<file path="config.mk">
export PLATFORM = sky130hd
export DESIGN_NAME = bmp_pixel_stream_unpacker_flat
export DESIGN_NICKNAME = d
export VERILOG_FILES = /design/src/hdl/bmpu_pkg.sv /design/src/hdl/bmpu_ifs.sv /design/src/hdl/bmp_pixel_stream_unpacker.sv /design/src/flat_wrapper.sv
export SDC_FILE = /design/constraint.sdc
export NUM_CORES = 1
export LEC_CHECK = 0
export CORE_MARGIN = 8
export CORE_UTILIZATION = 35
export DETAILED_ROUTE_END_ITERATION = 10
export DONT_BUFFER_PORTS = 1
export GPL_TIMING_DRIVEN = 0
export SLEW_MARGIN = 30
export SYNTH_ARGS = -nofsm -noshare
export SYNTH_HDL_FRONTEND = slang
export SYNTH_SLANG_ARGS = --single-unit
</file>
<file path="constraint.sdc">
create_clock -name clk -period 10.5 [get_ports clk]
set_input_delay 1.05 -clock clk [delete_from_list [all_inputs] [get_ports clk]]
set_output_delay 1.05 -clock clk [all_outputs]
set_load 0.01 [all_outputs]
</file>
<file path="src/hdl/bmpu_pkg.sv">
// Package for the bitmap pixel stream unpacker.
// Holds shared widths, register indexes, byte-count codes and the pixel struct.
// No dependencies.
package bmpu_pkg;

  localparam int DefMaxDimension = 4096;

  localparam int DIM_CFG_W  = 13;
  localparam int BPP_CFG_W  = 3;
  localparam int CFG_IDX_W  = 8;
  localparam int CFG_DATA_W = 16;
  localparam int INDEX_W    = 24;

  localparam logic [CFG_IDX_W-1:0] REG_IMAGE_WIDTH     = 8'd0;
  localparam logic [CFG_IDX_W-1:0] REG_IMAGE_HEIGHT    = 8'd1;
  localparam logic [CFG_IDX_W-1:0] REG_BOTTOM_UP       = 8'd2;
  localparam logic [CFG_IDX_W-1:0] REG_BYTES_PER_PIXEL = 8'd3;

  localparam logic [BPP_CFG_W-1:0] BPP_ONE  = 3'd1;
  localparam logic [BPP_CFG_W-1:0] BPP_BGR  = 3'd3;
  localparam logic [BPP_CFG_W-1:0] BPP_BGRA = 3'd4;

  localparam logic [7:0] ALPHA_OPAQUE = 8'hff;

  typedef struct packed {
    logic [7:0]         red;
    logic [7:0]         green;
    logic [7:0]         blue;
    logic [7:0]         alpha;
    logic [INDEX_W-1:0] pixel_index;
    logic               frame_done;
  } pix_t;

endpackage

</file>
<file path="src/hdl/bmpu_ifs.sv">
// Channel interfaces of the bitmap pixel stream unpacker: byte input,
// pixel output and configuration write. Depends on bmpu_pkg.
interface bmpu_in_if;
  logic       valid;
  logic       ready;
  logic [7:0] data_byte;

  modport source (output valid, output data_byte, input ready);
  modport sink   (input valid, input data_byte, output ready);
endinterface

interface bmpu_out_if import bmpu_pkg::*; ();
  logic               valid;
  logic               ready;
  logic [7:0]         red;
  logic [7:0]         green;
  logic [7:0]         blue;
  logic [7:0]         alpha;
  logic [INDEX_W-1:0] pixel_index;
  logic               frame_done;

  modport source (output valid, output red, output green, output blue, output alpha,
                  output pixel_index, output frame_done, input ready);
  modport sink   (input valid, input red, input green, input blue, input alpha,
                  input pixel_index, input frame_done, output ready);
endinterface

interface bmpu_cfg_if import bmpu_pkg::*; ();
  logic                  valid;
  logic                  ready;
  logic [CFG_IDX_W-1:0]  index;
  logic [CFG_DATA_W-1:0] data;

  modport source (output valid, output index, output data, input ready);
  modport sink   (input valid, input index, input data, output ready);
endinterface

</file>
<file path="src/hdl/bmp_pixel_stream_unpacker.sv">
// Top level of the bitmap pixel stream unpacker: byte-to-RGBA conversion,
// row padding skip, destination indexing and a two-entry output buffer.
// Depends on bmpu_pkg and the interfaces in bmpu_ifs.sv.
//
// Usage:
//   in_chan  : one byte of the bitmap pixel array per transfer, row padding
//              included. A byte is taken every cycle while in_chan.ready is high.
//   out_chan : one RGBA pixel per transfer with its destination index
//              (row * width + column) and frame_done on the last image pixel.
//   cfg_chan : register writes (0 width, 1 height, 2 bottom_up,
//              3 bytes_per_pixel); always ready, write only while idle.
//   Output: a pixel is registered into the output register, or into the skid entry
//   while the output register holds a waiting pixel. Throughput: one byte per cycle
//   while in_chan.ready is high, set by the byte/column/row counters and multiplier.
//   Stall: the output register plus one skid entry keep in_chan ready while
//   one pixel waits; in_chan.ready drops only when both entries are full.
//   Reset (rst_n low, synchronous): counters and buffer cleared, registers
//   return to width 1, height 1, bottom_up 1, three bytes per pixel.
module bmp_pixel_stream_unpacker import bmpu_pkg::*; #(
  parameter int MAX_DIMENSION = DefMaxDimension
) (
  input  logic              clk,
  input  logic              rst_n,
  bmpu_in_if.sink           in_chan,
  bmpu_out_if.source        out_chan,
  bmpu_cfg_if.sink          cfg_chan
);

  localparam int CW = $clog2(MAX_DIMENSION);
  localparam int WW = (CW + 1 > DIM_CFG_W) ? CW + 1 : DIM_CFG_W;
  localparam logic [WW-1:0] MaxDim = WW'(MAX_DIMENSION);

  // configuration registers
  logic [DIM_CFG_W-1:0] width_r, height_r;
  logic                 bottom_up_r;
  logic [BPP_CFG_W-1:0] bpp_r;

  // unpack state
  logic [1:0]    byte_pos_r, byte_pos_nxt;
  logic [23:0]   held_r, held_nxt;
  logic [CW-1:0] col_cnt_r, col_cnt_nxt;
  logic [CW-1:0] row_cnt_r, row_cnt_nxt;
  logic [1:0]    pad_left_r, pad_left_nxt;

  // output buffer
  pix_t main_r, skid_r;
  logic main_v_r, skid_v_r;

  logic in_fire, out_fire, cfg_fire;
  logic res_v;
  pix_t res;

  logic [WW-1:0]        w_eff, h_eff, col, row, dest_row;
  logic [BPP_CFG_W-1:0] bpp;
  logic [2*WW-1:0]      row_prod;
  logic                 complete, col_last, row_last;
  logic [1:0]           pad;

  assign in_chan.ready  = !skid_v_r;
  assign cfg_chan.ready = 1'b1;
  assign in_fire  = in_chan.valid && in_chan.ready;
  assign out_fire = main_v_r && out_chan.ready;
  assign cfg_fire = cfg_chan.valid;

  always_ff @(posedge clk) begin
    if (!rst_n) begin
      width_r     <= DIM_CFG_W'(1);
      height_r    <= DIM_CFG_W'(1);
      bottom_up_r <= 1'b1;
      bpp_r       <= BPP_BGR;
    end else if (cfg_fire) begin
      case (cfg_chan.index)
        REG_IMAGE_WIDTH:     width_r     <= cfg_chan.data[DIM_CFG_W-1:0];
        REG_IMAGE_HEIGHT:    height_r    <= cfg_chan.data[DIM_CFG_W-1:0];
        REG_BOTTOM_UP:       bottom_up_r <= cfg_chan.data[0];
        REG_BYTES_PER_PIXEL: bpp_r       <= cfg_chan.data[BPP_CFG_W-1:0];
        default: ;
      endcase
    end
  end

  always_comb begin
    logic [WW-1:0] wx, hx;
    wx = WW'(width_r);
    hx = WW'(height_r);
    w_eff = (wx == '0) ? WW'(1) : ((wx > MaxDim) ? MaxDim : wx);
    h_eff = (hx == '0) ? WW'(1) : ((hx > MaxDim) ? MaxDim : hx);
    bpp   = (bpp_r >= BPP_ONE && bpp_r <= BPP_BGRA) ? bpp_r : BPP_ONE;
  end

  always_comb begin
    byte_pos_nxt = byte_pos_r;
    held_nxt     = held_r;
    col_cnt_nxt  = col_cnt_r;
    row_cnt_nxt  = row_cnt_r;
    pad_left_nxt = pad_left_r;
    res_v        = 1'b0;

    complete = ({1'b0, byte_pos_r} + 3'd1) >= bpp;
    col      = (WW'(col_cnt_r) < w_eff) ? WW'(col_cnt_r) : w_eff - WW'(1);
    row      = (WW'(row_cnt_r) < h_eff) ? WW'(row_cnt_r) : h_eff - WW'(1);
    dest_row = bottom_up_r ? (h_eff - WW'(1) - row) : row;
    row_prod = (2*WW)'(dest_row) * (2*WW)'(w_eff);
    col_last = (WW'(col_cnt_r) + WW'(1)) >= w_eff;
    row_last = (WW'(row_cnt_r) + WW'(1)) >= h_eff;
    // padding to the next 4-byte boundary only depends on the low bits
    pad      = 2'(2'd0 - 2'(w_eff[1:0] * bpp[1:0]));

    res.red         = 8'd0;
    res.green       = 8'd0;
    res.blue        = 8'd0;
    res.alpha       = ALPHA_OPAQUE;
    res.pixel_index = row_prod[INDEX_W-1:0] + INDEX_W'(col);
    res.frame_done  = 1'b0;
    case (bpp)
      BPP_BGR: begin
        res.blue  = held_r[7:0];
        res.green = held_r[15:8];
        res.red   = in_chan.data_byte;
      end
      BPP_BGRA: begin
        res.blue  = held_r[7:0];
        res.green = held_r[15:8];
        res.red   = held_r[23:16];
        res.alpha = in_chan.data_byte;
      end
      default: ;
    endcase

    if (in_fire) begin
      if (pad_left_r != 2'd0) begin
        pad_left_nxt = pad_left_r - 2'd1;
      end else if (!complete) begin
        held_nxt     = held_r | (24'(in_chan.data_byte) << {byte_pos_r, 3'b000});
        byte_pos_nxt = byte_pos_r + 2'd1;
      end else begin
        res_v        = 1'b1;
        held_nxt     = '0;
        byte_pos_nxt = 2'd0;
        if (col_last) begin
          pad_left_nxt = pad;
          col_cnt_nxt  = '0;
          if (row_last) begin
            row_cnt_nxt    = '0;
            res.frame_done = 1'b1;
          end else begin
            row_cnt_nxt = row_cnt_r + CW'(1);
          end
        end else begin
          col_cnt_nxt = col_cnt_r + CW'(1);
        end
      end
    end
  end

  always_ff @(posedge clk) begin
    if (!rst_n) begin
      byte_pos_r <= 2'd0;
      held_r     <= '0;
      col_cnt_r  <= '0;
      row_cnt_r  <= '0;
      pad_left_r <= 2'd0;
    end else begin
      byte_pos_r <= byte_pos_nxt;
      held_r     <= held_nxt;
      col_cnt_r  <= col_cnt_nxt;
      row_cnt_r  <= row_cnt_nxt;
      pad_left_r <= pad_left_nxt;
    end
  end

  // output register with one skid entry; a new pixel never arrives while skid is full
  always_ff @(posedge clk) begin
    if (!rst_n) begin
      main_v_r <= 1'b0;
      skid_v_r <= 1'b0;
    end else if (out_fire) begin
      if (skid_v_r) begin
        skid_v_r <= 1'b0;
      end else begin
        main_v_r <= res_v;
      end
    end else if (res_v) begin
      if (main_v_r) begin
        skid_v_r <= 1'b1;
      end else begin
        main_v_r <= 1'b1;
      end
    end
  end

  always_ff @(posedge clk) begin
    if (out_fire) begin
      if (skid_v_r) begin
        main_r <= skid_r;
      end else begin
        main_r <= res;
      end
    end else if (res_v) begin
      if (main_v_r) begin
        skid_r <= res;
      end else begin
        main_r <= res;
      end
    end
  end

  assign out_chan.valid       = main_v_r;
  assign out_chan.red         = main_r.red;
  assign out_chan.green       = main_r.green;
  assign out_chan.blue        = main_r.blue;
  assign out_chan.alpha       = main_r.alpha;
  assign out_chan.pixel_index = main_r.pixel_index;
  assign out_chan.frame_done  = main_r.frame_done;

  a_skid_needs_main: assert property (@(posedge clk) disable iff (!rst_n)
    skid_v_r |-> main_v_r)
    else $error("skid entry valid while output register empty");

  a_skid_drains: assert property (@(posedge clk) disable iff (!rst_n)
    (out_fire && skid_v_r) |=> (!skid_v_r && main_v_r))
    else $error("skid entry not moved to output register");

  a_pad_between_pixels: assert property (@(posedge clk) disable iff (!rst_n)
    (pad_left_r != 2'd0) |-> (byte_pos_r == 2'd0))
    else $error("padding pending inside a pixel");

  a_frame_restart: assert property (@(posedge clk) disable iff (!rst_n)
    (res_v && res.frame_done) |=> (row_cnt_r == '0 && col_cnt_r == '0))
    else $error("counters not restarted after last pixel");

endmodule
</file>
<file path="src/flat_wrapper.sv">
// flat-port wrapper written by rule: the top's interface ports become plain ports
module bmp_pixel_stream_unpacker_flat import bmpu_pkg::*;
#(
  parameter int MAX_DIMENSION = DefMaxDimension
)
  (clk, rst_n, in_chan_valid, in_chan_data_byte, in_chan_ready, out_chan_valid, out_chan_red, out_chan_green, out_chan_blue, out_chan_alpha, out_chan_pixel_index, out_chan_frame_done, out_chan_ready, cfg_chan_valid, cfg_chan_index, cfg_chan_data, cfg_chan_ready);
  bmpu_in_if in_chan_i ();
  bmpu_out_if out_chan_i ();
  bmpu_cfg_if cfg_chan_i ();
  input  logic clk;
  input  logic rst_n;
  input wire logic [$bits(in_chan_i.valid)-1:0] in_chan_valid;
  input wire logic [$bits(in_chan_i.data_byte)-1:0] in_chan_data_byte;
  output wire logic [$bits(in_chan_i.ready)-1:0] in_chan_ready;
  output wire logic [$bits(out_chan_i.valid)-1:0] out_chan_valid;
  output wire logic [$bits(out_chan_i.red)-1:0] out_chan_red;
  output wire logic [$bits(out_chan_i.green)-1:0] out_chan_green;
  output wire logic [$bits(out_chan_i.blue)-1:0] out_chan_blue;
  output wire logic [$bits(out_chan_i.alpha)-1:0] out_chan_alpha;
  output wire logic [$bits(out_chan_i.pixel_index)-1:0] out_chan_pixel_index;
  output wire logic [$bits(out_chan_i.frame_done)-1:0] out_chan_frame_done;
  input wire logic [$bits(out_chan_i.ready)-1:0] out_chan_ready;
  input wire logic [$bits(cfg_chan_i.valid)-1:0] cfg_chan_valid;
  input wire logic [$bits(cfg_chan_i.index)-1:0] cfg_chan_index;
  input wire logic [$bits(cfg_chan_i.data)-1:0] cfg_chan_data;
  output wire logic [$bits(cfg_chan_i.ready)-1:0] cfg_chan_ready;
  assign in_chan_i.valid = in_chan_valid;
  assign in_chan_i.data_byte = in_chan_data_byte;
  assign in_chan_ready = in_chan_i.ready;
  assign out_chan_valid = out_chan_i.valid;
  assign out_chan_red = out_chan_i.red;
  assign out_chan_green = out_chan_i.green;
  assign out_chan_blue = out_chan_i.blue;
  assign out_chan_alpha = out_chan_i.alpha;
  assign out_chan_pixel_index = out_chan_i.pixel_index;
  assign out_chan_frame_done = out_chan_i.frame_done;
  assign out_chan_i.ready = out_chan_ready;
  assign cfg_chan_i.valid = cfg_chan_valid;
  assign cfg_chan_i.index = cfg_chan_index;
  assign cfg_chan_i.data = cfg_chan_data;
  assign cfg_chan_ready = cfg_chan_i.ready;
  bmp_pixel_stream_unpacker #(.MAX_DIMENSION(MAX_DIMENSION)) u_core (.clk(clk), .rst_n(rst_n), .in_chan(in_chan_i), .out_chan(out_chan_i), .cfg_chan(cfg_chan_i));
endmodule
</file>
Word-level counts from Yosys, hierarchy flattened. Index checks and enable logic that the tools add are counted. Widths: inputs -> output; s select.

Register bits after elaboration: 198. Input bits: 37. Logic and storage cells: 114.

Add/subtract/negate cells: 12. Multiply operators: 2. Order comparisons: 9. Equal/unequal tests: 7. Shifts and indexed selects: 1. Multiplexer cells: 32. Bitwise operators: 4. Reduce and logical (&&, ||, !) cells: 24.

Operators with widths (count): $mux 57 (4); $mux 13 (7); $pmux 24 s2 (1); $add 12x1->13 const B (2); $ge 13x13->1 (2); $gt 13x13->1 const B (2); $logic_not 13->1 (2); $lt 12x13->1 (2); $sub 13x1->13 const B (2); $add 12x1->12 const B (2); $add 24x13->24 (1); $mul 13x13->24 (1); $mux 12 (2); $mux 24 (1); $or 24x24->24 (1); $shl 8x5->24 (1); $eq 8x2->1 const B (2); $reduce_and 2->1 (8); $sub 13x13->13 (1); $mux 1 (11); $reduce_and 3->1 (3); $eq 8x1->1 const B (1); $logic_not 8->1 (1); $mux 2 (4); other kinds (19) (27).

Logic depth before layout (Yosys ltp).
Depth in word-level cells: 12. Mapped depth: 47. Mapped depth without buffers: 45.

Worst setup path after synthesis. Ideal clock, no wire load.

Path type: reg-to-reg. Start point: register u_core.height_r[5]. End point: register u_core.main_r (netlist bit u_core.out_chan.pixel_index[22]) (data pin). Arrival: 9.863 ns. Required time: 10.240 ns. Slack: 0.377 ns. Cell stages (with the launch flop): 45. Period minus slack after synthesis: 10.123 ns. Path through: dfxtp_1 -> or4_4 -> nor4_2 -> nand2_1 -> nor3_1 -> o21ai_1 -> inv_1 -> ha_1 -> nand3b_1 -> a21oi_1 -> o221a_2 -> or2_1 -> clkbuf_1 -> buf_2 -> o21ai_1 -> inv_1 -> fa_1 -> nand2b_2 -> (+9 left out) -> fa_1 -> inv_1 -> fa_1 -> fa_1 -> fa_1 -> inv_1 -> fa_1 -> inv_1 -> ha_1 -> a21o_1 -> a21o_1 -> a21o_1 -> a221oi_1 -> o21ai_1 -> a221o_1 -> a21oi_1 -> xnor2_1 -> mux2_2.

RTL lines: start: declaration (RTL line bmp_pixel_stream_unpacker.sv:34) `logic [DIM_CFG_W-1:0] width_r, height_r;`; start signal: assignment (RTL line bmp_pixel_stream_unpacker.sv:74) `REG_IMAGE_HEIGHT: height_r <= cfg_chan.data[DIM_CFG_W-1:0];`; end signal: assignment (RTL line bmp_pixel_stream_unpacker.sv:195) `main_r <= skid_r;`; end signal: assignment (RTL line bmp_pixel_stream_unpacker.sv:197) `main_r <= res;`; end signal: assignment (RTL line bmp_pixel_stream_unpacker.sv:203) `main_r <= res;`; end: declaration (RTL line bmp_pixel_stream_unpacker.sv:46) `pix_t main_r, skid_r;`.

==> metrics.txt <==
first-pass GRT wire length=a little under 70,000 µm; CP max stage cell=or4_4; Global Route Usage Sum=15.7%; status=completed; DR iter-0 viols=around 780; Top FF cell, synth=edfxtp_1; crit path max fanout=10; post-detailed-route wirelength per cell=17.6 µm; synth warn=0; Worst slew margin=a little over a third; drt drc=0; Post-Route WL=between 40,000 and 50,000 µm; I/O pins=97; pin count of the biggest net entering global routing=24; skew final=about 23 ps; Worst-path clk slew=90 ps; Synth Cell Area=~16,000 µm²; Worst VDD drop=around 0.00011 V; total congestion overflow=0; flops & latches, synth=about 200; Mapped Nets=between 2,000 and 2,500; routability congestion estimate=0.887; Final Hold Fails=0; drt first pass iters=5; Clk Latency, worst-skew pair=between 400 and 500 ps; Worst Tran Pin Value=around 960 ps; Post-synth EDFFs=around 110; Syn Inst Count=between 1,500 and 2,000; placed cells=approximately 2,300; Die Width=between 200 and 250 µm; post-synthesis sequential area ratio=between 30% and 40%; dpl ws=-982 ps; launch point of the worst reg-to-reg path=u_core.height_r[8]; final instance area=between 15,000 and 20,000 µm²; Post-DP HPWL=between 30,000 and 40,000 µm; floorplan row count=79; Starting Density=a little over a third; slowest stage delay, CP=560 ps; CP startpoint=u_core.height_r[8]; CTS tree=yes; vias in the first global route=12,600; post-route setup slack=334 ps; ANT nets after route=0; H-tree depth=4; ys async rst share=0%; number of antenna violations at the first check in global routing=0; share of layout cells above drive strength 1=11.9%; Sink Count=198; Worst EP arrival=approximately 10,000 ps; Crit Path Category=register to register; most frequent CP cell=fa_1; die area=between 50,000 and 60,000 µm²; cts bufs inserted=17; Finished Layout Cells=2,360; Clock Tree Buf Depth=2; Area Overhead vs Synth=13.6%; fin. max-slew vios=0; R2R setup slack=roughly 330 ps; Vias/cell=5.15; # port buffers=0; leakage power=roughly 8.1 nW; Worst EP required=about 11,000 ps; critical path endpoint=u_core.out_chan.pixel_index[22]; Die Ht=between 200 and 250 µm; cts hold-fix bufs=0; total number of vias=~12,000; pwr/cell area=roughly 98 nW/µm²; FF-to-FF End=u_core.out_chan.pixel_index[22]; final period utilization=roughly 97%; Post-Syn Area per Cell=around 9.7 µm²; Cell variety after synth=85; CTS root buffer=clkbuf_16; hold crit path type=register to register; worst reg2reg path depth=38; fin crit period=roughly 10,000 ps; Ant. Diodes=0; Startpoint Class=register; core area=46,400 µm²; Finished Core Util=approximately two fifths; fmax=around 98 MHz; Post-DP Area=roughly 17,000 µm²; Worst Setup End Kind=register; Setup-failing EPs final=0; nets=about 2,100; max-cap violations=0
==> cells by family (layout without fill, tap and decap cells) <==
logic type                 count (synthesis)  after routing  synth area share, %
and+or+nand+nor                          536            536                 15.2
buffers and inverters                    278            338                 6.54
xor gates and xnor gates                  69             69                 3.73
adders and majority gates                282            282                 27.5
other                                      1              1               0.0229
DFF                                      198            198                 31.1
muxes                                     93             93                 6.13
AOI/OAI and AO/OA                        236            236                 9.77
==> repair_timing <==
item | 4_1_cts | 5_1_grt
pin swaps | 2 | 17
endpoints found under the hold margin | 0 | 0
endpoints found under the setup margin | 20 | 17
buffers inserted | 12 | 12
resized for setup | 38 | 66
==> metal layers <==
metal	vias up	track usage, %	share of wire [%]
met1	6031	18.8	42
li1	5739	-	-
met5	-	0	0
met3	85	2.08	4.0
met4	0	5.76	3.5
met2	300	28.3	50
==> cells in the mapped netlist, drive strengths merged (7+ instances only) <==
master,number,share of area (%)
edfxtp,114,21
mux2i,50,3.1
nor4,8,0.34
buf,9,0.32
a31oi,7,0.27
and2,39,1.5
dfxtp,84,10
fa,130,16
a22o,26,1.4
ha,152,12
nor3,16,0.49
a21boi,7,0.32
and3,10,0.39
nand3,23,0.70
a21o,25,1.2
nor2b,41,1.6
inv,215,4.9
o21ai,40,1.2
o21a,20,0.92
xor2,16,0.85
or3,10,0.38
clkbuf,49,1.2
nor2,150,3.4
mux2,43,3.0
a21oi,69,2.1
nand2b,11,0.44
nand2,200,4.6
xnor2,53,2.9
==> placed cells by master, fill, tap and decap left out, types with 39 or more instances in the layout <==
cell type and count:
dfxtp_1 81, edfxtp_1 114, clkbuf_1 43, nor2b_1 40, xnor2_1 49, nand2_1 200
nor2_1 147, fa_1 129, mux2i_1 45, a21oi_1 53, inv_1 210, and2_1 39
mux2_2 41, ha_1 143
==> area by class of cell <==
cell class,count,area (µm²)
Clock inverter,15,193
Buffer,57,280
Timing Repair Buffer,29,330
Multi-Input combinational cell,1217,10700
Sequential cell,198,5110
Fill cell,4539,27700
Tap cell,607,759
Clock buffer,17,425
Inverter,220,826
==> flip-flops by register name, summed over array words and instances (netlist names), 3 cells and up <==
name	cells
u_core.bpp_r	3
u_core.skid_r	57
u_core.height_r	13
u_core.col_cnt_r	12
u_core.out_chan.blue	8
u_core.out_chan.pixel_index	24
u_core.width_r	13
u_core.out_chan.red	8
u_core.out_chan.green	8
u_core.row_cnt_r	12
u_core.out_chan.alpha	8
u_core.held_r	24
==> worst max-delay path: cells and delay by family (launching register included) <==
kind	cells	cell delay, ps
buf+inv	6	520
mux	1	270
flops	1	340
fa+ha+maj	9	3480
compound gates	12	2890
xor+xnor	1	90
simple gates	9	2340
==> worst min-delay path by stage <==
stage | startpoint | end | slack (ps) | cells past startpoint
after floorplan | u_core.held_r[0] | u_core.held_r[0] | 430 | 2
after global placement | u_core.held_r[2] | u_core.held_r[2] | 440 | 2
after detailed placement | u_core.held_r[5] | u_core.held_r[5] | 450 | 2
after CTS | u_core.held_r[0] | u_core.held_r[0] | 470 | 2
after global routing | u_core.held_r[14] | u_core.held_r[14] | 500 | 2
final | u_core.held_r[0] | u_core.held_r[0] | 470 | 2
==> report_power, final <==
group          internal (mW)  total [mW]  leakage, nW  switching [mW]
Sequential             0.894       0.941         1.68          0.0471
Combinational         0.0811       0.202         6.14           0.121
Clock                  0.329       0.683        0.301           0.354
Total                   1.30        1.83         8.12           0.522
==> stage by stage <==
stage / setup TNS [ps] / hold WS, ps / power [mW]
detailed placement: -9700 / 449 / 1.15
global route: -90.2 / 501 / 1.90
finish: 0 / 468 / 1.83
CTS: 0 / 469 / 1.84
global placement: -8470 / 441 / 1.14
floorplan: 0 / 429 / 1.08
(Power assumes the default switching activity.)
